$ cat src/sv/ppbp_ram.sv
// ----------------------------------------------------------------------------
// ppbp_ram
// Generic simple dual-port RAM, one write and one registered read port.
// ----------------------------------------------------------------------------
module ppbp_ram #(
   parameter int WIDTH = 8,
   parameter int DEPTH = 64
) (
   input  logic                                    clock,
   input  logic                                    wr_en,
   input  logic [(DEPTH > 1 ? $clog2(DEPTH) : 1)-1:0] wr_addr,
   input  logic [WIDTH-1:0]                        wr_data,
   input  logic                                    rd_en,
   input  logic [(DEPTH > 1 ? $clog2(DEPTH) : 1)-1:0] rd_addr,
   output logic [WIDTH-1:0]                        rd_data
);

   logic [WIDTH-1:0] mem_ff [DEPTH];
   logic [WIDTH-1:0] rd_data_ff;

   always_ff @(posedge clock) begin
      if (wr_en) begin
         mem_ff[wr_addr] <= wr_data;
      end
      if (rd_en) begin
         rd_data_ff <= mem_ff[rd_addr];
      end
   end

   assign rd_data = rd_data_ff;

endmodule

$ cat config.mk
export PLATFORM = sky130hd
export DESIGN_NAME = ppbp_ram
export DESIGN_NICKNAME = d
export VERILOG_FILES = /design/src/sv/ppbp_ram.sv
export SDC_FILE = /design/constraint.sdc
export NUM_CORES = 1
export LEC_CHECK = 0
export ABC_AREA = 0
export BUFFER_PORTS_ARGS = -buffer_cell sky130_fd_sc_hd__buf_4
export CAP_MARGIN = 10
export CORE_MARGIN = 3
export CORE_UTILIZATION = 57
export CTS_BUF_LIST = sky130_fd_sc_hd__clkbuf_16
export CTS_CLUSTER_DIAMETER = 200
export DETAILED_ROUTE_END_ITERATION = 7
export GPL_ROUTABILITY_DRIVEN = 0
export GPL_TIMING_DRIVEN = 1
export PLACE_DENSITY_LB_ADDON = 0.2
export SKIP_LAST_GASP = 1
export SYNTH_ARGS = -nofsm -noshare
export SYNTH_HDL_FRONTEND = slang
export SYNTH_SLANG_ARGS = --single-unit
$ cat constraint.sdc
create_clock -name clock -period 2.6 [get_ports clock]
set_clock_uncertainty 0.05 [all_clocks]
set_input_delay 0.39 -clock clock [delete_from_list [all_inputs] [get_ports clock]]
set_output_delay 0.39 -clock clock [all_outputs]
set_load 0.02 [all_outputs]
* Word level (Yosys, flattened, before mapping)
Memory sizes are Yosys's and may differ from the RTL's. A register that Yosys moved wholly into a read port is not among the register bits. Index checks and enable logic that the tools add are counted.
Word-level totals: memories kept 1, output and inout port bits 8, memory bits (writable) 512, input port bits 23, bits in registers 0
Memory list:
- mem_ff | words 64, bits a word 8, read ports 1, clocked after memory_dff 1, write ports 1, line 18 | logic [WIDTH-1:0] mem_ff [DEPTH];
Operators by class: multiplexer cells 2
Operators with widths (number):
- $mux 1 | 2

* Logic depth before layout (Yosys ltp)
Gate-level depths: netlist of the first run.
word-level depth 2, gate-level depth with buffers 9, gate-level depth less buffers 5

* Least setup slack after synthesis of the first run
OpenSTA, ideal clock, no wires.
kind in2reg, from input port rd_addr[1] in the netlist's numbering, to register rd_data_ff[3] (netlist: rd_data[3]) (read register of mem_ff), data pin, setup slack 0.354 ns, path buffers 3, data arrival time 1.930 ns, cell stages on the path 7, required time 2.284 ns, cell sequence buf_4 buf_2 buf_2 mux4_2 mux4_2 o21ai_1 o41ai_1
RTL lines:
- start, declared | line 14 | input logic [(DEPTH > 1 ? $clog2(DEPTH) : 1)-1:0] rd_addr,
- end, declared | line 19 | logic [WIDTH-1:0] rd_data_ff;

==> run metrics, run 1 <==
placed instance count=between 1000 and 1500; Num CTS Buffers=50; Worst setup EP type=register; Area after DPL=21800 um^2; pin count of the biggest net entering global routing=between 60 and 70; xor and xnor area share after synthesis=0%; final core utilization=between 60% and 70%; Synth Area in Compound Gates=2.06%; RSZ-0062 raised after global routing=no; Seq/Total Area, Yosys=77.1%; port bufs=30; Final ANT Viol Nets=0; Worst Path Class, Setup=register to register; nets@finish=between 1000 and 1500; DRT Wirelength=44700 um; Post-CTS Resized=0; ANT cells=0; required time of the critical path=between 2000 and 3000 ps; cell taking the most area after synthesis=edfxtp_1; final hold vios=0; Die H=~190 um; Synth Instances=940; post-route cell area=approximately 23000 um^2; relative slew slack=between 50 and 60%; Tmin final=between 2000 and 2500 ps; Post-synth EDFFs=520; Yosys reg bits=520; WL per Instance=28.2 um; Peak supply drop=between 500 and 600 uV; die area=approximately 38000 um^2; Top Layer Used=met5; share of cells above drive strength 1=between 30% and 40%; share of the synthesized area in the top cell type=between 70% and 80%; clock latency on the worst-skew pair=~570 ps; most common library cells after synthesis=edfxtp_1, mux4_2, nor2_1; multiplexer share of the synthesized area=between 15 and 20%; Synth Warn #=0; hold_buf cts=0; I/O pin total=31; Crit path arrival time=about 2500 ps; maxcap violations=0; Hold WC Path Type=input pin to register; largest family of logic cells by synthesized area=multiplexers; first-pass GRT wire length=between 60000 and 70000 um; # Post-CTS Setup Buffers=0; CP Max Fanout=1; Slew @ Worst Pin=approximately 750 ps; pre-CTS worst setup slack=-165 ps; FFs w/ async S/R, synth=0%; crit share post-route=between 80% and 90%; most common cell in the synthesized netlist=edfxtp_1; Mapped Nets=between 900 and 1000; area growth from synthesis to layout=15.3%; vias in the first global route=approximately 10000; DP HPWL=roughly 28000 um; top post-synthesis cells by area=edfxtp_1, mux4_2, nor2_1; top_reg_cell synth=edfxtp_1; Initial Util=roughly three fifths; Avg Cell Area, Syn=~22 um^2; GRT Overall Usage=23.9%; Final Slew Violations=0; grt total ovfl=0; Worst Slack Setup Final=384 ps; wire length on met3=about 3700 um; vias per cell=6.33; Post-Synth Simple-Gate Area=3.37%; status=finished clean; Post-Synthesis Cell Area=between 20000 and 25000 um^2; Netlist cell types=39; initial antenna violation count=1; clk sinks=520; count of final setup violators=0; core box area=between 30000 and 40000 um^2; Max H-tree Level=2; TritonCTS clock tree=yes; Die W=194 um; Bufs on Longest Clock Path=3; 1st-pass router iterations=5; fin cells=1587; DRT iter0 DRCs=a little over 1000; wire length on met2=~21000 um; Leakage=between 7 and 8 nW; residual DRC count=0; Via Count=10000; fmax=~0.45 GHz; clk slew on worst S/H paths=about 60 ps; PD cells=around 730 nW/um^2; Root Driver=clkbuf_16; Pwr Total=between 15 and 20 mW; Row Count=68; Adder-Cell Fraction of Synth Area=0%; Startpoint Class=register; M1 wire length=18900 um
critical path, cell delays in order (launching register included):
cell,delay (ps)
edfxtp_1,370
mux4_2,470
mux2_2,270
o221a_2,270
nor3_1,380
o32ai_1,140
flip-flops by register name, summed over array words and instances, names as in the netlist:
signal,cells
rd_data,8
mem_ff,512
report_power, final:
group          switching (mW)  total (mW)  leakage (nW)  internal, mW
registers              0.0222        9.32          4.69          9.30
logic                   0.548       0.937          2.12         0.389
clock network            3.00        6.78         0.767          3.78
cell type report:
class	instances	area, um^2
clock buffer	53	1330
fill	2187	11500
timing repair buffer	153	1310
tap	455	569
clock inverter	37	215
sequential	520	15600
multi-input combinational	369	4320
metal layers:
metal	vias to the layer above	global-route usage [%]
li1	4255	-
met3	72	4.71
met2	451	37.1
met4	2	5.19
met5	-	0
met1	5259	36.4
placed cells by master (no fill, tap or decap), drive strengths merged, types with 3 or more instances in the layout:
master | Yosys | routed
edfxtp | 520 | 520
buf | 34 | 152
mux4 | 126 | 126
nor2 | 83 | 83
clkbuf | 17 | 54
clkinv | 0 | 26
mux2i | 23 | 23
nand2 | 19 | 19
nor2b | 14 | 14
mux2 | 13 | 13
nand3 | 13 | 13
o221ai | 8 | 8
o22ai | 8 | 8
nand2b | 7 | 7
nor3 | 7 | 7
a221oi | 6 | 6
clkinvlp | 0 | 5
inv | 0 | 5
a211oi | 4 | 4
o21ai | 4 | 4
nand3b | 3 | 3
a21oi | 3 | 3
a22oi | 3 | 3
o2111ai | 3 | 3
o2bb2ai | 3 | 3
stage by stage:
| step | hold slack (ps) | TNS (ps) |
|---|---|---|
| 2_1_floorplan | 439 | 0 |
| 3_3_place_gp | 671 | -271 |
| 3_5_place_dp | 684 | -385 |
| 4_1_cts | 98.4 | 0 |
| 5_1_grt | 106 | 0 |
| 6_report | 111 | 0 |
cell families (layout without fill, tap and decap cells):
group | Yosys count | after routing
compound gates | 54 | 54
mux | 162 | 162
buf+inv | 51 | 243
flops | 520 | 520
simple gates | 153 | 153
worst paths after layout:
path,from,to,slack [ps],cells past startpoint
setup / recovery,mem_ff[21][4]$_DFFE_PP_,rd_data[4]$_DFFE_PP_,380,5
hold / removal,rd_en,rd_data[0]$_DFFE_PP_,110,1
setup reg to reg,mem_ff[21][4]$_DFFE_PP_,rd_data[4]$_DFFE_PP_,380,5
hold reg to reg,mem_ff[22][1]$_DFFE_PP_,rd_data[1]$_DFFE_PP_,880,4
Note: power is estimated with default switching activity, not from simulation.
==> run 2: changes to the inputs <==
--- a/config.mk
+++ b/config.mk
@@ -8,8 +8,10 @@
 export ABC_AREA = 0
 export BUFFER_PORTS_ARGS = -buffer_cell sky130_fd_sc_hd__buf_4
 export CAP_MARGIN = 10
+export CELL_PAD_IN_SITES_DETAIL_PLACEMENT = 0
+export CELL_PAD_IN_SITES_GLOBAL_PLACEMENT = 1
 export CORE_MARGIN = 3
-export CORE_UTILIZATION = 57
+export CORE_UTILIZATION = 56
 export CTS_BUF_LIST = sky130_fd_sc_hd__clkbuf_16
 export CTS_CLUSTER_DIAMETER = 200
 export DETAILED_ROUTE_END_ITERATION = 7
==> run 2 against run 1 <==
Compared with the run above:
- setup slack worse by 60 ps
- hold slack worse by 15 ps
- cell count is 0.63% higher
- clock power is 6.5% higher
- sequential share of layout area is 0.20 points lower
- count of clock-buffer cells in the layout stayed put
- total power is 2.5% higher
- fmax is 2.6% lower
- utilization is 1.3 points lower
- non-clock buffer count is 3 lower
- sequential power hardly changed
- critical endpoint unchanged
- highest routed layer unchanged
==> run metrics, run 2 (synthesized netlist as in run 1, its figures left out) <==
most frequent cells in the layout=edfxtp_1, buf_4, mux4_2; WL per Instance=27.5 um (-2.4%); # fillers=2354 (+7.6%); grt total ovfl=0 (unchanged); Buf/Inv on CP=0 (unchanged); register share of total power=53.4% (-1.3 points); Clock Power Share=41.4% (+1.6 points); Storage cell area=15600 um^2 (unchanged); core box area=35600 um^2 (+2.2%); most common cell after layout, fill and taps aside=edfxtp_1; vias in the first global route=10300 (+2.4%); status=finished clean; Top reg by flops=mem_ff; Post-CTS Resized=0 (unchanged); ANT cells=0 (unchanged); combinational share of power=5.2% (-0.3 points); pin count of the biggest net entering global routing=65 (unchanged); port bufs=30 (unchanged); PD cells=745 nW/um^2 (+2.1%); # Post-CTS Setup Buffers=0 (unchanged); Pwr Total=17.5 mW (+2.5%); crit share post-route=87.5% (+2.3 points); GRT Overall Usage=23.6% (-0.30 points); CP Max Fanout=1 (unchanged); DP HPWL=27900 um (+0.98%); fin cells=1597 (+0.63%); Final Slew Violations=0 (unchanged); Tmin final=2280 ps (+60.0 ps); Die W=196 um (+0.86%); Num CTS Buffers=52 (+4.0%); Initial Util=56.9% (-1.3 points); hold_buf cts=0 (unchanged); max FFs per register=512 (unchanged); first-pass GRT wire length=66300 um (-0.40%); Fin Setup TNS=0 ps (unchanged); post-route cell area=23400 um^2 (+0.31%); Leakage=7.61 nW (+0.54%); Bufs on Longest Clock Path=3 (unchanged); Area after DPL=21800 um^2 (-0.24%); residual DRC count=0 (unchanged); DRT Wirelength=43900 um (-1.8%); TritonCTS clock tree=yes; Worst Path Class, Setup=register to register; crit path cell chain=mux4_2 > mux2_2 > o221a_2 > nor3_1 > o32ai_1; placed instance count=1500 (+0.20%); Slew @ Worst Pin=745 ps (-0.867 ps); Sw Share=20.6% (-0.39 points); count of final setup violators=0 (unchanged); Max H-tree Level=2 (unchanged); Hold WC Path Type=input pin to register; Via Count=9923 (-1.2%); clk slew on worst S/H paths=60 ps (about the same); Startpoint Class=register; relative slew slack=50.4% (+0.058 points); crit-path max cell delay=470 ps (about the same); final core utilization=65.8% (-1.3 points); fmax=0.439 GHz (-2.6%); initial antenna violation count=1 (unchanged); Row Count=69 (+1.5%); share of cells above drive strength 1=32.2% (-0.11 points); P_sw=3.59 mW (+0.52%); clock latency on the worst-skew pair=580 ps (about the same); Final ANT Viol Nets=0 (unchanged); clk sinks=520 (unchanged); Die H=196 um (+0.86%); Crit path arrival time=2540 ps (+80 ps); nets@finish=1116 (-0.090%); Peak supply drop=657 uV (+18%); required time of the critical path=2860 ps (+20 ps); Worst path slowest cell=mux4_2; 1st-pass router iterations=5 (unchanged); DRT iter0 DRCs=873 (-15%); Worst setup EP type=register; delay-heaviest family, CP=multiplexers; die area=38500 um^2 (+1.7%); final hold vios=0 (unchanged); maxcap violations=0 (unchanged); I/O pin total=31 (unchanged); RSZ-0062 raised after global routing=no; Int Power=13.9 mW (+3.0%); area growth from synthesis to layout=15.7%; area of the multi-input gates=4320 um^2 (unchanged); Root Driver=clkbuf_16; vias per cell=6.21 (-1.8%)
## run 2: worst reg2reg max path: cells and delay by family, from the launching register on
family             cells  cell delay (ps)
DFF                    1              360
muxes                  2              760
AOI/OAI and AO/OA      2              430
and+or+nand+nor        1              400
## run 2: layout make-up
type	count	area share [%]
multi-input cells	369	18.4
clock buffers	53	5.66
clock inverters	44	1.45
flip-flops and latches	520	66.7
repair buffers	150	5.32
well taps	461	2.46
## run 2: path summary, 6_finish.rpt
| path | startpoint | end | slack, ps | depth (start not counted) |
|---|---|---|---|---|
| max | mem_ff[20][4]$_DFFE_PP_ | rd_data[4]$_DFFE_PP_ | 320 | 5 |
| min | rd_en | rd_data[4]$_DFFE_PP_ | 100 | 1 |
| max reg2reg | mem_ff[20][4]$_DFFE_PP_ | rd_data[4]$_DFFE_PP_ | 320 | 5 |
| min reg2reg | mem_ff[4][7]$_DFFE_PP_ | rd_data[7]$_DFFE_PP_ | 870 | 4 |
## run 2: power by group through the flow
stage | combinational, mW | clock [mW] | sequential (mW)
after floorplan | 0.495 | 0 | 9.50
after global placement | 0.905 | 0 | 9.50
after detailed placement | 0.918 | 0 | 9.50
after CTS | 0.920 | 7.35 | 9.32
after global routing | 0.973 | 7.72 | 9.32
final | 0.909 | 7.22 | 9.32
## run 2: metal layers
| layer | part of all wire [%] | routed length (um) | GRT usage (%) | vias up |
|---|---|---|---|---|
| met1 | 42 | 18300 | 34.3 | 5197 |
| met2 | 48 | 21200 | 36.6 | 391 |
| met5 | 0.030 | 13 | 0 | - |
| met3 | 7.1 | 3120 | 4.81 | 84 |
| li1 | - | - | - | 4249 |
| met4 | 2.9 | 1270 | 8.11 | 2 |
## run 2: through the flow
stage | setup slack [ps] | hold slack, ps
finish | 324 | 96.2
floorplan | 354 | 439
global placement | -153 | 681
global route | 313 | 80.1
detailed placement | -79.4 | 676
CTS | 344 | 63.9
