**src/sv/ppbp_pkg.sv**
```systemverilog
// ----------------------------------------------------------------------------
// ppbp_pkg
// Shared types, constants and pixel helpers for the particle pool plotter.
// ----------------------------------------------------------------------------
package ppbp_pkg;

   localparam int LINK_W = 7;

   typedef logic [LINK_W-1:0] link_type;

   localparam link_type LINK_NULL = 7'd127;

   // on-screen limits in 10.6 fixed point
   localparam logic [15:0] X_LIMIT = 16'd20480;   // 320 * 64
   localparam logic [15:0] Y_LIMIT = 16'd12800;   // 200 * 64

   localparam logic [7:0] SET_MASKS [4] = '{8'hc0, 8'h30, 8'h0c, 8'h03};
   localparam logic [7:0] CLR_MASKS [4] = '{8'h3f, 8'hcf, 8'hf3, 8'hfc};

   typedef struct packed {
      logic [7:0]  pattern;
      logic [15:0] vel_y;
      logic [15:0] vel_x;
      logic [15:0] pos_y;
      logic [15:0] pos_x;
   } slot_type;

   localparam int SLOT_W = $bits(slot_type);

   typedef struct packed {
      logic     we;
      link_type waddr;
      link_type wdata;
      logic     re;
      link_type raddr;
   } link_req_type;

   typedef struct packed {
      logic     we;
      link_type waddr;
      slot_type wdata;
      logic     re;
      link_type raddr;
   } slot_req_type;

   typedef enum logic [2:0] {
      ST_IDLE,
      ST_ADD,
      ST_EVAL,
      ST_EMIT,
      ST_UNLINK
   } state_type;

   function automatic logic on_screen(logic [15:0] x, logic [15:0] y);
      return !x[15] && (x < X_LIMIT) && !y[15] && (y < Y_LIMIT);
   endfunction

   // 320*(py>>3) + (px & ~7) + (py & 6), with px = x>>6 and py = y>>6
   function automatic logic [12:0] pix_addr(logic [15:0] x, logic [15:0] y);
      logic [15:0] sum;
      sum = {1'b0, y[15:9], 8'b0} + {3'b0, y[15:9], 6'b0}
          + {6'b0, x[15:9], 3'b0} + {13'b0, y[8:7], 1'b0};
      return sum[12:0];
   endfunction

endpackage

```
**src/sv/ppbp_ram.sv**
```systemverilog
// ----------------------------------------------------------------------------
// ppbp_ram
// Generic simple dual-port RAM, one write and one registered read port.
// ----------------------------------------------------------------------------
module ppbp_ram #(
   parameter int WIDTH = 8,
   parameter int DEPTH = 64
) (
   input  logic                                    clock,
   input  logic                                    wr_en,
   input  logic [(DEPTH > 1 ? $clog2(DEPTH) : 1)-1:0] wr_addr,
   input  logic [WIDTH-1:0]                        wr_data,
   input  logic                                    rd_en,
   input  logic [(DEPTH > 1 ? $clog2(DEPTH) : 1)-1:0] rd_addr,
   output logic [WIDTH-1:0]                        rd_data
);

   logic [WIDTH-1:0] mem_ff [DEPTH];
   logic [WIDTH-1:0] rd_data_ff;

   always_ff @(posedge clock) begin
      if (wr_en) begin
         mem_ff[wr_addr] <= wr_data;
      end
      if (rd_en) begin
         rd_data_ff <= mem_ff[rd_addr];
      end
   end

   assign rd_data = rd_data_ff;

endmodule

```
**src/sv/ppbp_link_store.sv**
```systemverilog
// ----------------------------------------------------------------------------
// ppbp_link_store
// Slot link memory; unwritten entries read as the initial free chain.
// ----------------------------------------------------------------------------
module ppbp_link_store #(
   parameter int MAX_PARTICLES = 64
) (
   input  logic                  clock,
   input  logic                  reset,
   input  ppbp_pkg::link_req_type req,
   output ppbp_pkg::link_type     rd_link
);

   localparam int IDX_W = (MAX_PARTICLES > 1) ? $clog2(MAX_PARTICLES) : 1;

   logic [MAX_PARTICLES-1:0] written_ff;
   logic [IDX_W-1:0]         rd_idx_ff;
   logic                     rd_written_ff;
   ppbp_pkg::link_type       ram_data;

   function automatic ppbp_pkg::link_type chain_link(logic [IDX_W-1:0] idx);
      logic [7:0] n;
      n = 8'(idx) + 8'd1;
      return (n < 8'(MAX_PARTICLES)) ? n[6:0] : ppbp_pkg::LINK_NULL;
   endfunction

   ppbp_ram #(
      .WIDTH (ppbp_pkg::LINK_W),
      .DEPTH (MAX_PARTICLES)
   ) u_link_ram (
      .clock   (clock),
      .wr_en   (req.we),
      .wr_addr (req.waddr[IDX_W-1:0]),
      .wr_data (req.wdata),
      .rd_en   (req.re),
      .rd_addr (req.raddr[IDX_W-1:0]),
      .rd_data (ram_data)
   );

   always_ff @(posedge clock) begin
      if (reset) begin
         written_ff <= '0;
      end else if (req.we) begin
         written_ff[req.waddr[IDX_W-1:0]] <= 1'b1;
      end
   end

   always_ff @(posedge clock) begin
      if (req.re) begin
         rd_idx_ff     <= req.raddr[IDX_W-1:0];
         rd_written_ff <= written_ff[req.raddr[IDX_W-1:0]];
      end
   end

   assign rd_link = rd_written_ff ? ram_data : chain_link(rd_idx_ff);

endmodule

```
**config.mk**
```make
export PLATFORM = sky130hd
export DESIGN_NAME = ppbp_link_store
export DESIGN_NICKNAME = d
export VERILOG_FILES = /design/src/sv/ppbp_pkg.sv /design/src/sv/ppbp_ram.sv /design/src/sv/ppbp_link_store.sv
export SDC_FILE = /design/constraint.sdc
export NUM_CORES = 1
export LEC_CHECK = 0
export ABC_AREA = 1
export BUFFER_PORTS_ARGS = -buffer_cell sky130_fd_sc_hd__buf_2
export CORE_MARGIN = 2
export CORE_UTILIZATION = 25
export CTS_CLUSTER_SIZE = 24
export DETAILED_ROUTE_END_ITERATION = 10
export PLACE_DENSITY = 0.46
export SLEW_MARGIN = 20
export SYNTH_ARGS = -nofsm -noshare
export SYNTH_HDL_FRONTEND = slang
export SYNTH_SLANG_ARGS = --single-unit
```
**constraint.sdc**
```tcl
create_clock -name clock -period 4.39 [get_ports clock]
set_input_delay 0.439 -clock clock [delete_from_list [all_inputs] [get_ports clock]]
set_output_delay 0.439 -clock clock [all_outputs]
set_load 0.005 [all_outputs]
```
**Word-level counts from Yosys, hierarchy flattened**

Memory sizes are Yosys's and may differ from the RTL's. A register that Yosys moved wholly into a read port is not among the register bits.
Index checks and enable logic that the tools add are counted.

- Memories kept: 1
- Word-level logic and storage cells: 19
- Bits in read-only memories: 0
- Bits in writable memories: 448
- Flip-flop bits (word level): 71
- Latch bits: 0

Memory list:

| memory | depth | bits a word | rd ports | clocked after memory_dff | wr ports | RTL line | text |
|---|---|---|---|---|---|---|---|
| u_link_ram.mem_ff | 64 | 7 | 1 | 1 | 1 | ppbp_ram.sv:18 | `logic [WIDTH-1:0] mem_ff [DEPTH];` |

- Shift-type cells: 0
- Muxes and demuxes: 8
- Reduce and logical (&&, ||, !) cells: 1
- Equal/unequal tests: 0
- Multipliers: 0
- Order comparisons: 4
- Add/sub/neg operators: 1
- Bitwise logic cells: 1
- Divide/modulo/power cells: 0

Operator list:

| operator | count |
|---|---|
| $or 64x64->64 | 1 |
| $lt 6x7->1 const B | 2 |
| $mux 7 | 2 |
| $add 6x1->7 const B | 1 |
| $lt 7x7->1 const B | 1 |
| $bmux 1 s6 | 1 |
| $demux 1 s6 | 1 |
| $ge 6x1->1 const B | 1 |
| $mux 1 | 4 |
| $logic_and 1x1->1 | 1 |

**Longest topological paths before layout**

- Word-level depth: 5
- Mapped depth: 12
- Gate-level depth less buffers: 9

**Cells and area by module**

Synthesis repeated with hierarchy kept, for this count alone.

- Cells, all modules: 2015
- Area, all modules: 21648.3 µm²

By module, submodules not included:

| module | times used | area an instance (µm²) | cells an instance |
|---|---|---|---|
| ppbp_ram | 1 | 18615.4 | 1590 |
| ppbp_link_store | 1 | 3032.9 | 425 |

**Worst setup path before layout**

Ideal clock, no wire load.

- Path kind: input to register
- Start point: in req[22] (netlist name)
- End point: mem u_link_ram.mem_ff[55][0] (netlist name), enable pin
- Cell stages on the path: 4
- Path buffers: 0
- Arrival: 1.333 ns
- Path slack: 2.690 ns
- Cells stage by stage: clkinv_1 > nor3_1 > inv_1 > nor2_1

- Longest elaborated chain between the ends: 2

Ends and longest elaborated chain:

| what | RTL line | text |
|---|---|---|
| start: declaration | ppbp_link_store.sv:10 | `input ppbp_pkg::link_req_type req,` |
| $mux 1 | ppbp_ram.sv:22 | `if (wr_en) begin` |
| $mux 1 (not written as such) | ppbp_ram.sv:23 | `mem_ff[wr_addr] <= wr_data;` |
| end: declaration | ppbp_ram.sv:18 |  |

Every way passes these cells.

==> impl_metrics.env <==
export IMPL_status="finished, final reports clean"
export IMPL_tightest_slew_ps=1060
export IMPL_synth_distinct_cells=24
export IMPL_hp_class="in -> reg"
export IMPL_ys_warn_count=0
export IMPL_drive_gt1_share_pct=6.77
export IMPL_grt_overflow=0
export IMPL_p_seq_share_pct=52.8
export IMPL_finalHoldViolCount=0
export IMPL_p_int_mw=8.03
export IMPL_grt_usage_pct=12.9
export IMPL_drc=0
export IMPL_first_pass_iters=7
export IMPL_arrival_ps=2780
export IMPL_yosysSeqAreaShare_pct=69.9
export IMPL_path_clk_slew_ps=60
export IMPL_wl_met1_um=26400
export IMPL_setup_slack_ps=1940
export IMPL_min_period_over_period_pct=55.8
export IMPL_finalWirelength_um=58200
export IMPL_cts_buffers=53
export IMPL_setup_viol_count_final=0
export IMPL_ys_ff_latch=526
export IMPL_max_slew_margin_pct=29.4
export IMPL_wl_met2_um=27600
export IMPL_htreeDepth=2
export IMPL_crit_path_max_incr_delay_ps=950
export IMPL_post_place_ws_ps=1570
export IMPL_port_buffers=29
export IMPL_p_sw_mw=2.38
export IMPL_pwr_share_clk_pct=40.8
export IMPL_postRouteAntennaNets=0
export IMPL_whs_ps=125
export IMPL_grt_max_degree=130
export IMPL_num_vias=14400
export IMPL_clkLatencyLatePin_ps=580
export IMPL_core_rowCount=108
export IMPL_period_needed_ps=2450
export IMPL_finalMaxSlewViolations=0
export IMPL_min_path_cells=1
export IMPL_cts_buffer_depth=3
export IMPL_finClkSkew_ps=8.84
export IMPL_rsz0062_at_grt="false"
export IMPL_vdd_drop_max_mv=0.277
export IMPL_path_delay_family="buffers and inverters"
export IMPL_synth_nets=2041
export IMPL_reg2reg_to="u_link_ram.rd_data[5]$_DFFE_PP_"
export IMPL_combPwrFrac_pct=6.4
export IMPL_max_freq_mhz=408
export IMPL_drt_initial_drc_count=1173
export IMPL_top_layer_used="met4"
export IMPL_ios=32
export IMPL_die_y_um=299
export IMPL_hold_path_startpoint="req[12]"
export IMPL_power_share_switching_pct=22.9
export IMPL_nets=2036
export IMPL_placed_area_um2=22800
export IMPL_maxCapViolCount=0
export IMPL_via_per_inst=4.48
export IMPL_antenna_found_initial=0
export IMPL_min_to="u_link_ram.mem_ff[1][4]$_DFFE_PP_"
export IMPL_rr_startpoint="u_link_ram.mem_ff[38][5]$_DFFE_PP_"
export IMPL_core_area_um2=86300
export IMPL_area_delta_synth_final_pct=12.5
export IMPL_cp_cell_sequence="buf_2 -> buf_4 -> clkinv_1 -> nand2_1 -> nand3_1 -> nand3_1 -> nand2_1"
export IMPL_cts_tree="yes"
export IMPL_p_per_area_nw_per_um2=427
export IMPL_cts_resized=0
export IMPL_hpwl_um=33400
export IMPL_wire_per_inst_um=18.1
export IMPL_r2r_slack_ps=2760
export IMPL_antenna_cells=0
export IMPL_clkSinkCount=526
export IMPL_grt_pass1_vias=13800
export IMPL_cts_root_buffer="clkbuf_16"
export IMPL_critPathCaptureType="flop"
export IMPL_crit_fanout=34
export IMPL_reg2reg_depth=8
export IMPL_total_leakage_power_nw=8.63
export IMPL_cp_num_buf_inv=3
export IMPL_dieWidth_um=299
export IMPL_start_util_pct=25.1
export IMPL_fin_area_um2=24400
export IMPL_grt_pass1_wl_um=87600
export IMPL_startpoint="req[3]"
export IMPL_syn_area_um2=21700
export IMPL_hold_buffers=0
export IMPL_syn_instance_count=2015
export IMPL_avgSynthCellArea_um2=10.8
export IMPL_place_congestion=0.787
export IMPL_finalSetupTns_ps=0
export IMPL_required_ps=4720
export IMPL_critPathLaunchType="primary input"
export IMPL_timing_worst_setup_path_type="in -> reg"
export IMPL_post_cts_buffers=0
export IMPL_route_met3_wl_um=3180
export IMPL_slowest_stage="clkinv_1"
export IMPL_dieArea_um2=89100
==> worst max path at each step <==
stage	depth (start not counted)	endpoint	slack, ps
finish	7	u_link_ram.rd_data[0]$_DFFE_PP_	1940
global route	7	u_link_ram.rd_data[1]$_DFFE_PP_	1890
CTS	6	rd_link[1]	2030
detailed placement	9	u_link_ram.rd_data[6]$_DFFE_PP_	1570
global placement	9	u_link_ram.rd_data[6]$_DFFE_PP_	1580
floorplan	4	u_link_ram.mem_ff[55][0]$_DFFE_PP_	2690
==> metrics by stage <==
step	power, mW	std cells	utilization, %
after global placement	6.27	3110	26.4
after CTS	10.5	3207	28.2
final	10.4	3207	28.3
after global routing	10.8	3207	28.3
after detailed placement	6.28	3110	26.4
after floorplan	6.01	2015	-
==> state kept, by name (all words and copies together) (netlist names) <==
signal and flops:
written_ff 64, rd_written_ff 1, rd_idx_ff 6, u_link_ram.rd_data 7, u_link_ram.mem_ff 448
==> layer usage <==
metal | track usage (%) | up-vias
li1 | - | 6871
met2 | 21.4 | 361
met5 | 0 | -
met4 | 3.06 | 0
met3 | 1.85 | 67
met1 | 17.7 | 7084
==> cells by family (layout without fill, tap and decap cells) <==
| family | Yosys count | count (layout) | synth area share [%] |
|---|---|---|---|
| XOR/XNOR | 2 | 2 | 0.0808 |
| adder cells (fa/ha/maj) | 1 | 1 | 0.0577 |
| AND/OR/NAND/NOR | 1317 | 1317 | 25.4 |
| buffers and inverters | 162 | 199 | 4.38 |
| AO/OA/AOI/OAI | 7 | 7 | 0.185 |
| flip-flops | 526 | 526 | 69.9 |
==> cell usage after synthesis, drive strengths merged <==
master,instances,area share [%]
xnor2,1,0.040
o31ai,1,0.035
clkbuf,18,0.31
a21oi,1,0.023
ha,1,0.058
nand3,437,10
clkinv,1,0.017
nor2,198,3.4
nor3,15,0.35
edfxtp,462,64
xor2,1,0.040
o21ai,4,0.092
dfxtp,64,5.9
o211ai,1,0.035
buf,99,3.3
inv,44,0.78
nand2,667,12
==> cell type report <==
cell class                      instances  area, µm²
Fill cell                            8882      62000
Sequential cell                       526      15200
Multi-Input combinational cell       1327       5580
Clock buffer                           77       1480
Tap cell                             1155       1450
Timing Repair Buffer                   57        429
Inverter                               45        179
Clock inverter                         20        126
==> cells in the final DEF (no fill, tap or decap) <==
cell / netlist / routed
a21oi_1: 1 / 1
buf_12: 0 / 5
buf_2: 35 / 27
buf_4: 27 / 24
bufinv_16: 0 / 1
clkbuf_1: 18 / 18
clkbuf_16: 0 / 53
clkbuf_8: 0 / 7
clkinv_1: 1 / 5
clkinv_2: 0 / 14
clkinvlp_4: 0 / 2
dfxtp_1: 64 / 64
edfxtp_1: 462 / 462
ha_1: 1 / 1
inv_1: 41 / 39
inv_2: 2 / 2
inv_4: 0 / 1
inv_8: 0 / 1
nand2_1: 667 / 667
nand3_1: 437 / 437
nor2_1: 197 / 196
nor2_2: 1 / 2
nor3_1: 15 / 15
o211ai_1: 1 / 1
o21ai_0: 4 / 4
o31ai_1: 1 / 1
xnor2_1: 1 / 1
xor2_1: 1 / 1
==> power by group through the flow <==
stage | clock (mW) | combinational [mW] | sequential, mW
3_5_place_dp | 0 | 0.674 | 5.61
4_1_cts | 4.36 | 0.676 | 5.50
5_1_grt | 4.54 | 0.740 | 5.50
6_report | 4.25 | 0.664 | 5.50
3_3_place_gp | 0 | 0.669 | 5.60
2_1_floorplan | 0 | 0.406 | 5.60
==> worst reg2reg max path, delay by kind of cell, from the launching register on <==
family,cells,cell delay (ps)
simple gates,8,990
flops,1,370
Power figures use the tool's default switching activity.
