`config.mk`:
```
export PLATFORM = sky130hd
export DESIGN_NAME = ppbp_ctrl_flat
export DESIGN_NICKNAME = d
export VERILOG_FILES = /design/src/sv/ppbp_pkg.sv /design/src/sv/ppbp_req_if.sv /design/src/sv/ppbp_rsp_if.sv /design/src/sv/ppbp_ctrl.sv /design/src/flat_wrapper.sv
export SDC_FILE = /design/constraint.sdc
export NUM_CORES = 1
export LEC_CHECK = 0
export BUFFER_PORTS_ARGS = -buffer_cell sky130_fd_sc_hd__buf_2
export CAP_MARGIN = 10
export CORE_UTILIZATION = 45
export CTS_CLUSTER_SIZE = 28
export DETAILED_ROUTE_END_ITERATION = 8
export PLACE_DENSITY = 0.71
export SYNTH_ARGS = -nofsm -noshare
export SYNTH_HDL_FRONTEND = slang
export SYNTH_SLANG_ARGS = --single-unit
```
`constraint.sdc`:
```
create_clock -name clock -period 4.1 [get_ports clock]
set_input_delay 0.82 -clock clock [delete_from_list [all_inputs] [get_ports clock]]
set_output_delay 0.82 -clock clock [all_outputs]
set_load 0.02 [all_outputs]
```
`src/sv/ppbp_pkg.sv`:
```
// ----------------------------------------------------------------------------
// ppbp_pkg
// Shared types, constants and pixel helpers for the particle pool plotter.
// ----------------------------------------------------------------------------
package ppbp_pkg;

   localparam int LINK_W = 7;

   typedef logic [LINK_W-1:0] link_type;

   localparam link_type LINK_NULL = 7'd127;

   // on-screen limits in 10.6 fixed point
   localparam logic [15:0] X_LIMIT = 16'd20480;   // 320 * 64
   localparam logic [15:0] Y_LIMIT = 16'd12800;   // 200 * 64

   localparam logic [7:0] SET_MASKS [4] = '{8'hc0, 8'h30, 8'h0c, 8'h03};
   localparam logic [7:0] CLR_MASKS [4] = '{8'h3f, 8'hcf, 8'hf3, 8'hfc};

   typedef struct packed {
      logic [7:0]  pattern;
      logic [15:0] vel_y;
      logic [15:0] vel_x;
      logic [15:0] pos_y;
      logic [15:0] pos_x;
   } slot_type;

   localparam int SLOT_W = $bits(slot_type);

   typedef struct packed {
      logic     we;
      link_type waddr;
      link_type wdata;
      logic     re;
      link_type raddr;
   } link_req_type;

   typedef struct packed {
      logic     we;
      link_type waddr;
      slot_type wdata;
      logic     re;
      link_type raddr;
   } slot_req_type;

   typedef enum logic [2:0] {
      ST_IDLE,
      ST_ADD,
      ST_EVAL,
      ST_EMIT,
      ST_UNLINK
   } state_type;

   function automatic logic on_screen(logic [15:0] x, logic [15:0] y);
      return !x[15] && (x < X_LIMIT) && !y[15] && (y < Y_LIMIT);
   endfunction

   // 320*(py>>3) + (px & ~7) + (py & 6), with px = x>>6 and py = y>>6
   function automatic logic [12:0] pix_addr(logic [15:0] x, logic [15:0] y);
      logic [15:0] sum;
      sum = {1'b0, y[15:9], 8'b0} + {3'b0, y[15:9], 6'b0}
          + {6'b0, x[15:9], 3'b0} + {13'b0, y[8:7], 1'b0};
      return sum[12:0];
   endfunction

endpackage

```
`src/sv/ppbp_req_if.sv`:
```
// ----------------------------------------------------------------------------
// ppbp_req_if
// Request channel: add a particle or run one animation tick.
// ----------------------------------------------------------------------------
interface ppbp_req_if;
   logic               valid;
   logic               ready;
   logic               action;
   logic signed [15:0] pos_x;
   logic signed [15:0] pos_y;
   logic signed [15:0] vel_x;
   logic signed [15:0] vel_y;
   logic [7:0]         pattern;

   modport source (output valid, action, pos_x, pos_y, vel_x, vel_y, pattern,
                   input ready);
   modport sink   (input valid, action, pos_x, pos_y, vel_x, vel_y, pattern,
                   output ready);
endinterface

```
`src/sv/ppbp_rsp_if.sv`:
```
// ----------------------------------------------------------------------------
// ppbp_rsp_if
// Response channel: one clear/set bitmap update per live particle.
// ----------------------------------------------------------------------------
interface ppbp_rsp_if;
   logic        valid;
   logic        ready;
   logic [12:0] clear_addr;
   logic [7:0]  clear_mask;
   logic        set_valid;
   logic [12:0] set_addr;
   logic [7:0]  set_bits;
   logic        last;

   modport source (output valid, clear_addr, clear_mask, set_valid, set_addr,
                   set_bits, last, input ready);
   modport sink   (input valid, clear_addr, clear_mask, set_valid, set_addr,
                   set_bits, last, output ready);
endinterface

```
`src/sv/ppbp_ctrl.sv`:
```
// ----------------------------------------------------------------------------
// ppbp_ctrl
// Pool sequencer: add, list walk, particle update and response register.
// ----------------------------------------------------------------------------
module ppbp_ctrl #(
   parameter int MAX_PARTICLES = 64
) (
   input  logic                   clock,
   input  logic                   reset,
   input  logic [7:0]             gravity,
   ppbp_req_if.sink               req,
   ppbp_rsp_if.source             rsp,
   output ppbp_pkg::link_req_type link_req,
   input  ppbp_pkg::link_type     link_rd,
   output ppbp_pkg::slot_req_type slot_req,
   input  ppbp_pkg::slot_type     slot_rd
);

   localparam int VIS_W = $clog2(MAX_PARTICLES + 1);

   ppbp_pkg::state_type state_ff, state_in;
   ppbp_pkg::link_type  free_head_ff, free_head_in;
   ppbp_pkg::link_type  used_head_ff, used_head_in;
   ppbp_pkg::link_type  cur_ff, cur_in;
   ppbp_pkg::link_type  prev_ff, prev_in;
   ppbp_pkg::link_type  next_ff, next_in;
   logic [VIS_W-1:0]    visits_ff, visits_in;
   logic                end_ff, end_in;

   logic [12:0] clr_addr_ff, clr_addr_in;
   logic [7:0]  clr_mask_ff, clr_mask_in;
   logic [15:0] nx_ff, nx_in;
   logic [15:0] ny_ff, ny_in;
   logic [7:0]  pat_ff, pat_in;

   logic        rsp_valid_ff, rsp_valid_in;
   logic [12:0] rsp_clear_addr_ff, rsp_clear_addr_in;
   logic [7:0]  rsp_clear_mask_ff, rsp_clear_mask_in;
   logic        rsp_set_valid_ff, rsp_set_valid_in;
   logic [12:0] rsp_set_addr_ff, rsp_set_addr_in;
   logic [7:0]  rsp_set_bits_ff, rsp_set_bits_in;
   logic        rsp_last_ff, rsp_last_in;

   logic             req_fire;
   logic             add_ok;
   logic             tick_ok;
   logic             out_free;
   logic             set_ok;
   logic             prev_ok;
   logic [VIS_W-1:0] vis_inc;
   logic             last_w;
   logic [15:0]      grav16;

   function automatic logic slot_ok(ppbp_pkg::link_type s);
      return s < ppbp_pkg::LINK_W'(MAX_PARTICLES);
   endfunction

   assign grav16   = {{8{gravity[7]}}, gravity};
   assign req_fire = req.valid && (state_ff == ppbp_pkg::ST_IDLE);
   assign add_ok   = slot_ok(free_head_ff)
                     && ppbp_pkg::on_screen(req.pos_x, req.pos_y);
   assign tick_ok  = slot_ok(used_head_ff);
   assign out_free = !rsp_valid_ff || rsp.ready;
   assign set_ok   = ppbp_pkg::on_screen(nx_ff, ny_ff);
   assign prev_ok  = slot_ok(prev_ff);
   assign vis_inc  = visits_ff + 1'b1;
   assign last_w   = !slot_ok(next_ff) || (vis_inc == VIS_W'(MAX_PARTICLES));

   // next state
   always_comb begin
      state_in = state_ff;
      unique case (state_ff)
         ppbp_pkg::ST_IDLE: begin
            if (req_fire) begin
               if (!req.action && add_ok) begin
                  state_in = ppbp_pkg::ST_ADD;
               end else if (req.action && tick_ok) begin
                  state_in = ppbp_pkg::ST_EVAL;
               end
            end
         end
         ppbp_pkg::ST_ADD: begin
            state_in = ppbp_pkg::ST_IDLE;
         end
         ppbp_pkg::ST_EVAL: begin
            state_in = ppbp_pkg::ST_EMIT;
         end
         ppbp_pkg::ST_EMIT: begin
            if (out_free) begin
               if (!set_ok && prev_ok) begin
                  state_in = ppbp_pkg::ST_UNLINK;
               end else if (last_w) begin
                  state_in = ppbp_pkg::ST_IDLE;
               end else begin
                  state_in = ppbp_pkg::ST_EVAL;
               end
            end
         end
         ppbp_pkg::ST_UNLINK: begin
            state_in = end_ff ? ppbp_pkg::ST_IDLE : ppbp_pkg::ST_EVAL;
         end
         default: begin
            state_in = ppbp_pkg::ST_IDLE;
         end
      endcase
   end

   // register updates and memory requests
   always_comb begin
      free_head_in      = free_head_ff;
      used_head_in      = used_head_ff;
      cur_in            = cur_ff;
      prev_in           = prev_ff;
      next_in           = next_ff;
      visits_in         = visits_ff;
      end_in            = end_ff;
      clr_addr_in       = clr_addr_ff;
      clr_mask_in       = clr_mask_ff;
      nx_in             = nx_ff;
      ny_in             = ny_ff;
      pat_in            = pat_ff;
      rsp_valid_in      = rsp_valid_ff && !rsp.ready;
      rsp_clear_addr_in = rsp_clear_addr_ff;
      rsp_clear_mask_in = rsp_clear_mask_ff;
      rsp_set_valid_in  = rsp_set_valid_ff;
      rsp_set_addr_in   = rsp_set_addr_ff;
      rsp_set_bits_in   = rsp_set_bits_ff;
      rsp_last_in       = rsp_last_ff;
      link_req          = '0;
      slot_req          = '0;

      unique case (state_ff)
         ppbp_pkg::ST_IDLE: begin
            if (req_fire && !req.action && add_ok) begin
               cur_in                 = free_head_ff;
               link_req.re            = 1'b1;
               link_req.raddr         = free_head_ff;
               slot_req.we            = 1'b1;
               slot_req.waddr         = free_head_ff;
               slot_req.wdata.pos_x   = req.pos_x;
               slot_req.wdata.pos_y   = req.pos_y;
               slot_req.wdata.vel_x   = req.vel_x;
               slot_req.wdata.vel_y   = req.vel_y;
               slot_req.wdata.pattern = req.pattern;
            end else if (req_fire && req.action && tick_ok) begin
               cur_in         = used_head_ff;
               prev_in        = ppbp_pkg::LINK_NULL;
               visits_in      = '0;
               link_req.re    = 1'b1;
               link_req.raddr = used_head_ff;
               slot_req.re    = 1'b1;
               slot_req.raddr = used_head_ff;
            end
         end
         ppbp_pkg::ST_ADD: begin
            // new slot goes to the head of the used list
            free_head_in   = link_rd;
            used_head_in   = cur_ff;
            link_req.we    = 1'b1;
            link_req.waddr = cur_ff;
            link_req.wdata = used_head_ff;
         end
         ppbp_pkg::ST_EVAL: begin
            next_in     = link_rd;
            clr_addr_in = ppbp_pkg::pix_addr(slot_rd.pos_x, slot_rd.pos_y);
            clr_mask_in = ppbp_pkg::CLR_MASKS[slot_rd.pos_x[8:7]];
            nx_in       = slot_rd.pos_x + slot_rd.vel_x;
            ny_in       = slot_rd.pos_y + slot_rd.vel_y;
            pat_in      = slot_rd.pattern;
            slot_req.we            = 1'b1;
            slot_req.waddr         = cur_ff;
            slot_req.wdata.pos_x   = nx_in;
            slot_req.wdata.pos_y   = ny_in;
            slot_req.wdata.vel_x   = slot_rd.vel_x;
            slot_req.wdata.vel_y   = slot_rd.vel_y + grav16;
            slot_req.wdata.pattern = slot_rd.pattern;
         end
         ppbp_pkg::ST_EMIT: begin
            if (out_free) begin
               visits_in         = vis_inc;
               end_in            = last_w;
               rsp_valid_in      = 1'b1;
               rsp_clear_addr_in = clr_addr_ff;
               rsp_clear_mask_in = clr_mask_ff;
               rsp_set_valid_in  = set_ok;
               rsp_set_addr_in   = set_ok ? ppbp_pkg::pix_addr(nx_ff, ny_ff) : 13'd0;
               rsp_set_bits_in   = set_ok ? (ppbp_pkg::SET_MASKS[nx_ff[8:7]] & pat_ff)
                                          : 8'd0;
               rsp_last_in       = last_w;
               if (set_ok) begin
                  prev_in = cur_ff;
               end else begin
                  // particle left the screen: back to the free list
                  free_head_in   = cur_ff;
                  link_req.we    = 1'b1;
                  link_req.waddr = cur_ff;
                  link_req.wdata = free_head_ff;
                  if (!prev_ok) begin
                     used_head_in = next_ff;
                  end
               end
               if ((set_ok || !prev_ok) && !last_w) begin
                  cur_in         = next_ff;
                  link_req.re    = 1'b1;
                  link_req.raddr = next_ff;
                  slot_req.re    = 1'b1;
                  slot_req.raddr = next_ff;
               end
            end
         end
         ppbp_pkg::ST_UNLINK: begin
            link_req.we    = 1'b1;
            link_req.waddr = prev_ff;
            link_req.wdata = next_ff;
            if (!end_ff) begin
               cur_in         = next_ff;
               link_req.re    = 1'b1;
               link_req.raddr = next_ff;
               slot_req.re    = 1'b1;
               slot_req.raddr = next_ff;
            end
         end
         default: begin
         end
      endcase
   end

   always_ff @(posedge clock) begin
      if (reset) begin
         state_ff     <= ppbp_pkg::ST_IDLE;
         free_head_ff <= '0;
         used_head_ff <= ppbp_pkg::LINK_NULL;
         rsp_valid_ff <= 1'b0;
      end else begin
         state_ff     <= state_in;
         free_head_ff <= free_head_in;
         used_head_ff <= used_head_in;
         rsp_valid_ff <= rsp_valid_in;
      end
   end

   always_ff @(posedge clock) begin
      cur_ff            <= cur_in;
      prev_ff           <= prev_in;
      next_ff           <= next_in;
      visits_ff         <= visits_in;
      end_ff            <= end_in;
      clr_addr_ff       <= clr_addr_in;
      clr_mask_ff       <= clr_mask_in;
      nx_ff             <= nx_in;
      ny_ff             <= ny_in;
      pat_ff            <= pat_in;
      rsp_clear_addr_ff <= rsp_clear_addr_in;
      rsp_clear_mask_ff <= rsp_clear_mask_in;
      rsp_set_valid_ff  <= rsp_set_valid_in;
      rsp_set_addr_ff   <= rsp_set_addr_in;
      rsp_set_bits_ff   <= rsp_set_bits_in;
      rsp_last_ff       <= rsp_last_in;
   end

   assign req.ready      = (state_ff == ppbp_pkg::ST_IDLE);
   assign rsp.valid      = rsp_valid_ff;
   assign rsp.clear_addr = rsp_clear_addr_ff;
   assign rsp.clear_mask = rsp_clear_mask_ff;
   assign rsp.set_valid  = rsp_set_valid_ff;
   assign rsp.set_addr   = rsp_set_addr_ff;
   assign rsp.set_bits   = rsp_set_bits_ff;
   assign rsp.last       = rsp_last_ff;

   // the two list heads never name the same slot
   a_heads_apart: assert property (@(posedge clock) disable iff (reset)
      (slot_ok(used_head_ff) && slot_ok(free_head_ff)) |-> used_head_ff != free_head_ff)
      else $error("used and free list heads coincide");

   // a walk works only on a real slot
   a_cur_valid: assert property (@(posedge clock) disable iff (reset)
      (state_ff == ppbp_pkg::ST_EVAL || state_ff == ppbp_pkg::ST_EMIT) |-> slot_ok(cur_ff))
      else $error("walk on an invalid slot");

   // the walk never passes the pool size
   a_visit_bound: assert property (@(posedge clock) disable iff (reset)
      (state_ff == ppbp_pkg::ST_EMIT) |-> visits_ff < VIS_W'(MAX_PARTICLES))
      else $error("walk visited too many slots");

   // freed particle carries no set update
   a_freed_clean: assert property (@(posedge clock) disable iff (reset)
      (rsp_valid_ff && !rsp_set_valid_ff) |-> (rsp_set_addr_ff == 13'd0
                                             && rsp_set_bits_ff == 8'd0))
      else $error("freed particle with set bits");

   // an unlink returns to idle or goes on to the next particle
   a_unlink_once: assert property (@(posedge clock) disable iff (reset)
      (state_ff == ppbp_pkg::ST_UNLINK) |=> (state_ff == ppbp_pkg::ST_IDLE
                                          || state_ff == ppbp_pkg::ST_EVAL))
      else $error("unlink not followed by idle or next particle");

endmodule

```
`src/flat_wrapper.sv`:
```
// flat-port wrapper written by rule: the top's interface ports become plain ports
module ppbp_ctrl_flat 
#(
   parameter int MAX_PARTICLES = 64
)
  (clock, reset, gravity, link_req, link_rd, slot_req, slot_rd, req_valid, req_action, req_pos_x, req_pos_y, req_vel_x, req_vel_y, req_pattern, req_ready, rsp_valid, rsp_clear_addr, rsp_clear_mask, rsp_set_valid, rsp_set_addr, rsp_set_bits, rsp_last, rsp_ready);
  ppbp_req_if req_i ();
  ppbp_rsp_if rsp_i ();
  input  logic clock;
  input  logic reset;
  input  logic [7:0] gravity;
  output ppbp_pkg::link_req_type link_req;
  input  ppbp_pkg::link_type link_rd;
  output ppbp_pkg::slot_req_type slot_req;
  input  ppbp_pkg::slot_type slot_rd;
  input wire logic [$bits(req_i.valid)-1:0] req_valid;
  input wire logic [$bits(req_i.action)-1:0] req_action;
  input wire logic [$bits(req_i.pos_x)-1:0] req_pos_x;
  input wire logic [$bits(req_i.pos_y)-1:0] req_pos_y;
  input wire logic [$bits(req_i.vel_x)-1:0] req_vel_x;
  input wire logic [$bits(req_i.vel_y)-1:0] req_vel_y;
  input wire logic [$bits(req_i.pattern)-1:0] req_pattern;
  output wire logic [$bits(req_i.ready)-1:0] req_ready;
  output wire logic [$bits(rsp_i.valid)-1:0] rsp_valid;
  output wire logic [$bits(rsp_i.clear_addr)-1:0] rsp_clear_addr;
  output wire logic [$bits(rsp_i.clear_mask)-1:0] rsp_clear_mask;
  output wire logic [$bits(rsp_i.set_valid)-1:0] rsp_set_valid;
  output wire logic [$bits(rsp_i.set_addr)-1:0] rsp_set_addr;
  output wire logic [$bits(rsp_i.set_bits)-1:0] rsp_set_bits;
  output wire logic [$bits(rsp_i.last)-1:0] rsp_last;
  input wire logic [$bits(rsp_i.ready)-1:0] rsp_ready;
  assign req_i.valid = req_valid;
  assign req_i.action = req_action;
  assign req_i.pos_x = req_pos_x;
  assign req_i.pos_y = req_pos_y;
  assign req_i.vel_x = req_vel_x;
  assign req_i.vel_y = req_vel_y;
  assign req_i.pattern = req_pattern;
  assign req_ready = req_i.ready;
  assign rsp_valid = rsp_i.valid;
  assign rsp_clear_addr = rsp_i.clear_addr;
  assign rsp_clear_mask = rsp_i.clear_mask;
  assign rsp_set_valid = rsp_i.set_valid;
  assign rsp_set_addr = rsp_i.set_addr;
  assign rsp_set_bits = rsp_i.set_bits;
  assign rsp_last = rsp_i.last;
  assign rsp_i.ready = rsp_ready;
  ppbp_ctrl #(.MAX_PARTICLES(MAX_PARTICLES)) u_core (.clock(clock), .reset(reset), .gravity(gravity), .req(req_i), .rsp(rsp_i), .link_req(link_req), .link_rd(link_rd), .slot_req(slot_req), .slot_rd(slot_rd));
endmodule
```
### Yosys cells after proc, flatten, opt, wreduce, memory -nomap -nowiden

Index checks and enable logic that the tools add are counted.

* latch bits: 0
* memories kept: 0
* register bits: 151
* memory bits (writable): 0
* input bits: 164
* logic and storage cells: 151
* output and inout port bits: 157
* bits in read-only memories: 0

* multipliers: 0
* add/sub/neg operators: 10
* reduce and logical (&&, ||, !) cells: 42
* shift operators: 0
* bitwise logic cells: 3
* muxes and demuxes: 51
* div/mod/pow operators: 0
* equality and inequality tests: 16
* order comparisons: 10

Operators with widths (number)
* $pmux W80 S2: 1
* $mux W7: 17
* $mux W8: 10
* $mux W80: 1
* $pmux W7 S2: 4
* $add A16 B16 Y16: 3
* $pmux W8 S3: 2
* $pmux W15 S3: 1
* $bmux W8 S2: 2
* $lt A16 B14 Y1 const B: 2
* $lt A16 B15 Y1 const B: 2
* $lt A7 B7 Y1 const B: 4
* $add A13 B10 Y13: 2
* $add A13 B13 Y13: 2
* $add A13 B3 Y13: 2
* $mux W23: 1
* $pmux W7 S3: 1
* $logic_and A1 B1 Y1: 17
* $mux W15: 1
* $mux W3: 5
* $pmux W3 S4: 1
* $logic_not A1 Y1: 11
* $ne A2 B1 Y1 const B: 5
* $reduce_and A5 Y1: 2
* other kinds (19): 33

### Depth between registers and ports, before layout

* depth in word-level cells: 9
* gate-level depth with buffers: 9
* depth with buffers taken out: 9

### Worst setup path after synthesis

Ideal clock, no wire load.

* kind: in2out
* from: input rsp_ready
* to: output link_req[0] (netlist bit)
* arrival: 3.005 ns
* path buffers: 0
* stages on the path: 6
* data required time: 3.280 ns
* setup slack: 0.275 ns
* cells stage by stage: nand2b_1 > nand2_1 > inv_1 > nand3_2 > o21ai_0 > nand2b_1

RTL lines
* start: declaration: RTL line flat_wrapper.sv:31 `input wire logic [$bits(rsp_i.ready)-1:0] rsp_ready;`
* end: declaration: RTL line flat_wrapper.sv:12 `output ppbp_pkg::link_req_type link_req;`

==> results.md <==
- Placement Setup Slack: 0.101 ns
- CTS tree: done
- Post-synth EDFFs: 108
- DIE AREA: 19900 um^2
- Max-cap violation count: 0
- Number of clock sinks: 126
- Area Growth Syn to Fin: 28.6%
- CTS Buf Count: 17
- Worst-Skew Late Latency: 0.42 ns
- Final Hold Slack: 0.413 ns
- Startpoint Class: input pin
- Top-area cell type share of the netlist area: 37.2%
- Total power: 3.65 mW
- Skew final: 0.0117 ns
- Io pins: 321
- Routed length per instance: 18.3 um
- Most frequent cells in the layout: 318 x buf_2, 108 x edfxtp_1, 87 x nand2_1, 65 x ha_1, 61 x o21ai_0
- Via density: 5.60
- Average size of a mapped cell: 9.91 um^2
- Row count: 50
- Count of final setup violators: 0
- Global-route wire length before repair: 40500 um
- Total GRT Usage: 26.9%
- Die Y: 141 um
- Routed wire length: 26800 um
- Initial antenna violation count: 3
- Post-detail-place hpwl: 20700 um
- Worst ir drop on vdd: 0.256 mV
- Synth top area cells: edfxtp_1 37%, ha_1 9.3%, a22o_1 4.5%, dfxtp_1 4.1%, nand2_1 3.8%
- Largest net degree at the start of global routing: 47
- CP required: 3.28 ns
- Input/output buffers: 318
- Post-placement cell count: 1436
- Unrepaired setup endpoints after global routing: false
- Register area share after synthesis: 41.3%
- Internal: 2.71 mW
- Sequential fraction of design power: 38.8%
- R2r startpoint: u_core.state_ff[1]$_SDFFE_PP0P_
- Ys flop type: edfxtp_1
- Synth cell types: 70
- Vias in the first global route: 7566
- Hold_sp: u_core.clr_addr_ff[8]$_DFFE_PN_
- Crit end category: output pin
- Overall die width: 141 um
- Setup TNS: 0 ns
- Static leakage: 5.14 nW
- Final worst slack: 0.204 ns
- Number of remaining DRC errors: 0
- Outcome: complete, no violations
- Grt ovf: 0
- Switch share: 25.8%
- Layout cells sized above 1: 31.4%
- RD Place Congestion: 0.890
- Worst Path Arrival: 3.08 ns
- Final worst path period share: 95.0%
- Max_slew headroom: 39.5%
- Slew @ Worst Pin: 0.905 ns
- Max Slew Vio Count: 0
- Sw Pwr: 940 uW
- Fin nets: 1433
- Final Hold Vio Count: 0
- Starting density of the core: 46.3%
- Core box area: 18800 um^2
- Async SR Flop Fraction: 0%
- P per Cell Area: 325 nW/um^2
- Drt pass-1 iters: 5
- Drt initial violations: 575
- Post-Syn Area: 8720 um^2
- Clk buf depth: 2
- Hold crit path type: register to register
- Crit Path Category: input pin to output pin
- Root Driver: clkbuf_16
- Yosys synthesis warning count: 0
- Syn Inst Count: 880
- Post-route ant nets: 0
- Fin crit period: 3.90 ns
- Achievable clock frequency: 257 MHz
- CP Max Fanout: 3
- Most common cell after layout, fill and taps aside: buf_2
- Worst Setup SP: slot_rd[32]
- Via count: 8226
- Final non-filler cell total: 1469
- H-tree Lvls: 4
- Combinational Power Share: 17.8%
- Clk pin slew, worst setup/hold paths: 0.06 ns
- Clock power frac: 43.4%
- Cell taking the most area after synthesis: edfxtp_1
- Seq cells post-synth: 126
[critical path, stage by stage]
cell	delay [ns]
buf_2	0.09
ha_1	0.21
inv_1	0.07
fa_1	0.41
nor2b_1	0.21
o31ai_1	0.09
buf_4	0.17
a21oi_1	0.24
a21boi_0	0.17
xnor2_1	0.25
a22o_1	0.17
buf_2	0.16
[path summary, 6_finish.rpt]
check / slack [ns] / endpoint / cells after the start
min reg2reg: 0.41 / u_core.rsp.clear_addr[8]$_DFFE_PP_ / 0
min: 0.41 / u_core.rsp.clear_addr[8]$_DFFE_PP_ / 0
max reg2reg: 1.25 / u_core.used_head_ff[0]$_SDFFE_PP1P_ / 5
max: 0.20 / slot_req[22] / 12
[metrics by stage]
stage / area, um^2 / util [%]
global route: 11200 / 59.6
detailed placement: 10600 / 56.2
finish: 11200 / 59.6
global placement: 10600 / 56.2
floorplan: 8720 / -
CTS: 11200 / 59.5
[synth_stat cells, drive strengths merged, types with 10 or more instances]
cell type,n
edfxtp,108
nand2,88
o21ai,67
ha,65
nor2,60
a22o,45
a21oi,40
inv,36
clkbuf,25
xnor2,25
xor2,25
a21o,24
nand2b,21
and2,19
dfxtp,18
nand3,17
a211oi,15
buf,15
a31oi,11
nor3,11
o211ai,11
a211o,10
[sequential cells by signal (all words and copies together), names as in the netlist, 8 cells and up]
signal,cells
u_core.rsp.clear_addr,12
u_core.ny_ff,9
u_core.rsp.set_bits,8
u_core.pat_ff,8
u_core.nx_ff,9
u_core.rsp.set_addr,12
u_core.clr_addr_ff,12
[repair_timing]
| action | CTS | global route |
|---|---|---|
| hold buffers | 0 | 0 |
| resized for setup | 0 | 3 |
| buffers inserted | 0 | 0 |
| endpoints found under the hold margin | 0 | 0 |
| endpoints found under the setup margin | 0 | 2 |
[power groups by stage]
stage / Clock, mW / Sequential, mW / Combinational [mW]
after floorplan: 0 / 1.44 / 0.401
after global placement: 0 / 1.44 / 0.629
after detailed placement: 0 / 1.44 / 0.639
after CTS: 1.60 / 1.42 / 0.644
after global routing: 1.66 / 1.42 / 0.713
final: 1.58 / 1.42 / 0.649
[layout make-up]
type / count / area, um^2
antenna: 1 / 2.50
clock buffer: 19 / 433
clock inverter: 13 / 189
fill: 1625 / 7610
inverter: 36 / 138
multi-input combinational: 679 / 4780
sequential: 126 / 3600
tap: 260 / 325
timing repair buffer: 335 / 1740
[cell families (layout without fill, tap and decap cells)]
kind of cell	after synthesis	count (layout)	share of synthesized area (%)
xor gates and xnor gates	50	50	5.02
DFF	126	126	41.3
AOI/OAI and AO/OA	288	288	23.1
buffers and inverters	76	403	3.96
muxes	3	3	0.344
and+or+nand+nor	262	262	14.8
other	1	3	0.0430
adders and majority gates	74	74	11.4
[per-layer routing]
metal | wire length, um | share of wire, % | track usage [%] | vias to the layer above
li1 | - | - | - | 3956
met1 | 11300 | 42 | 33.7 | 3815
met2 | 12800 | 48 | 45.7 | 400
met3 | 1990 | 7.4 | 5.64 | 51
met4 | 739 | 2.8 | 9.67 | 4
met5 | 22 | 0.082 | 0 | -
(Power assumes the default switching activity.)
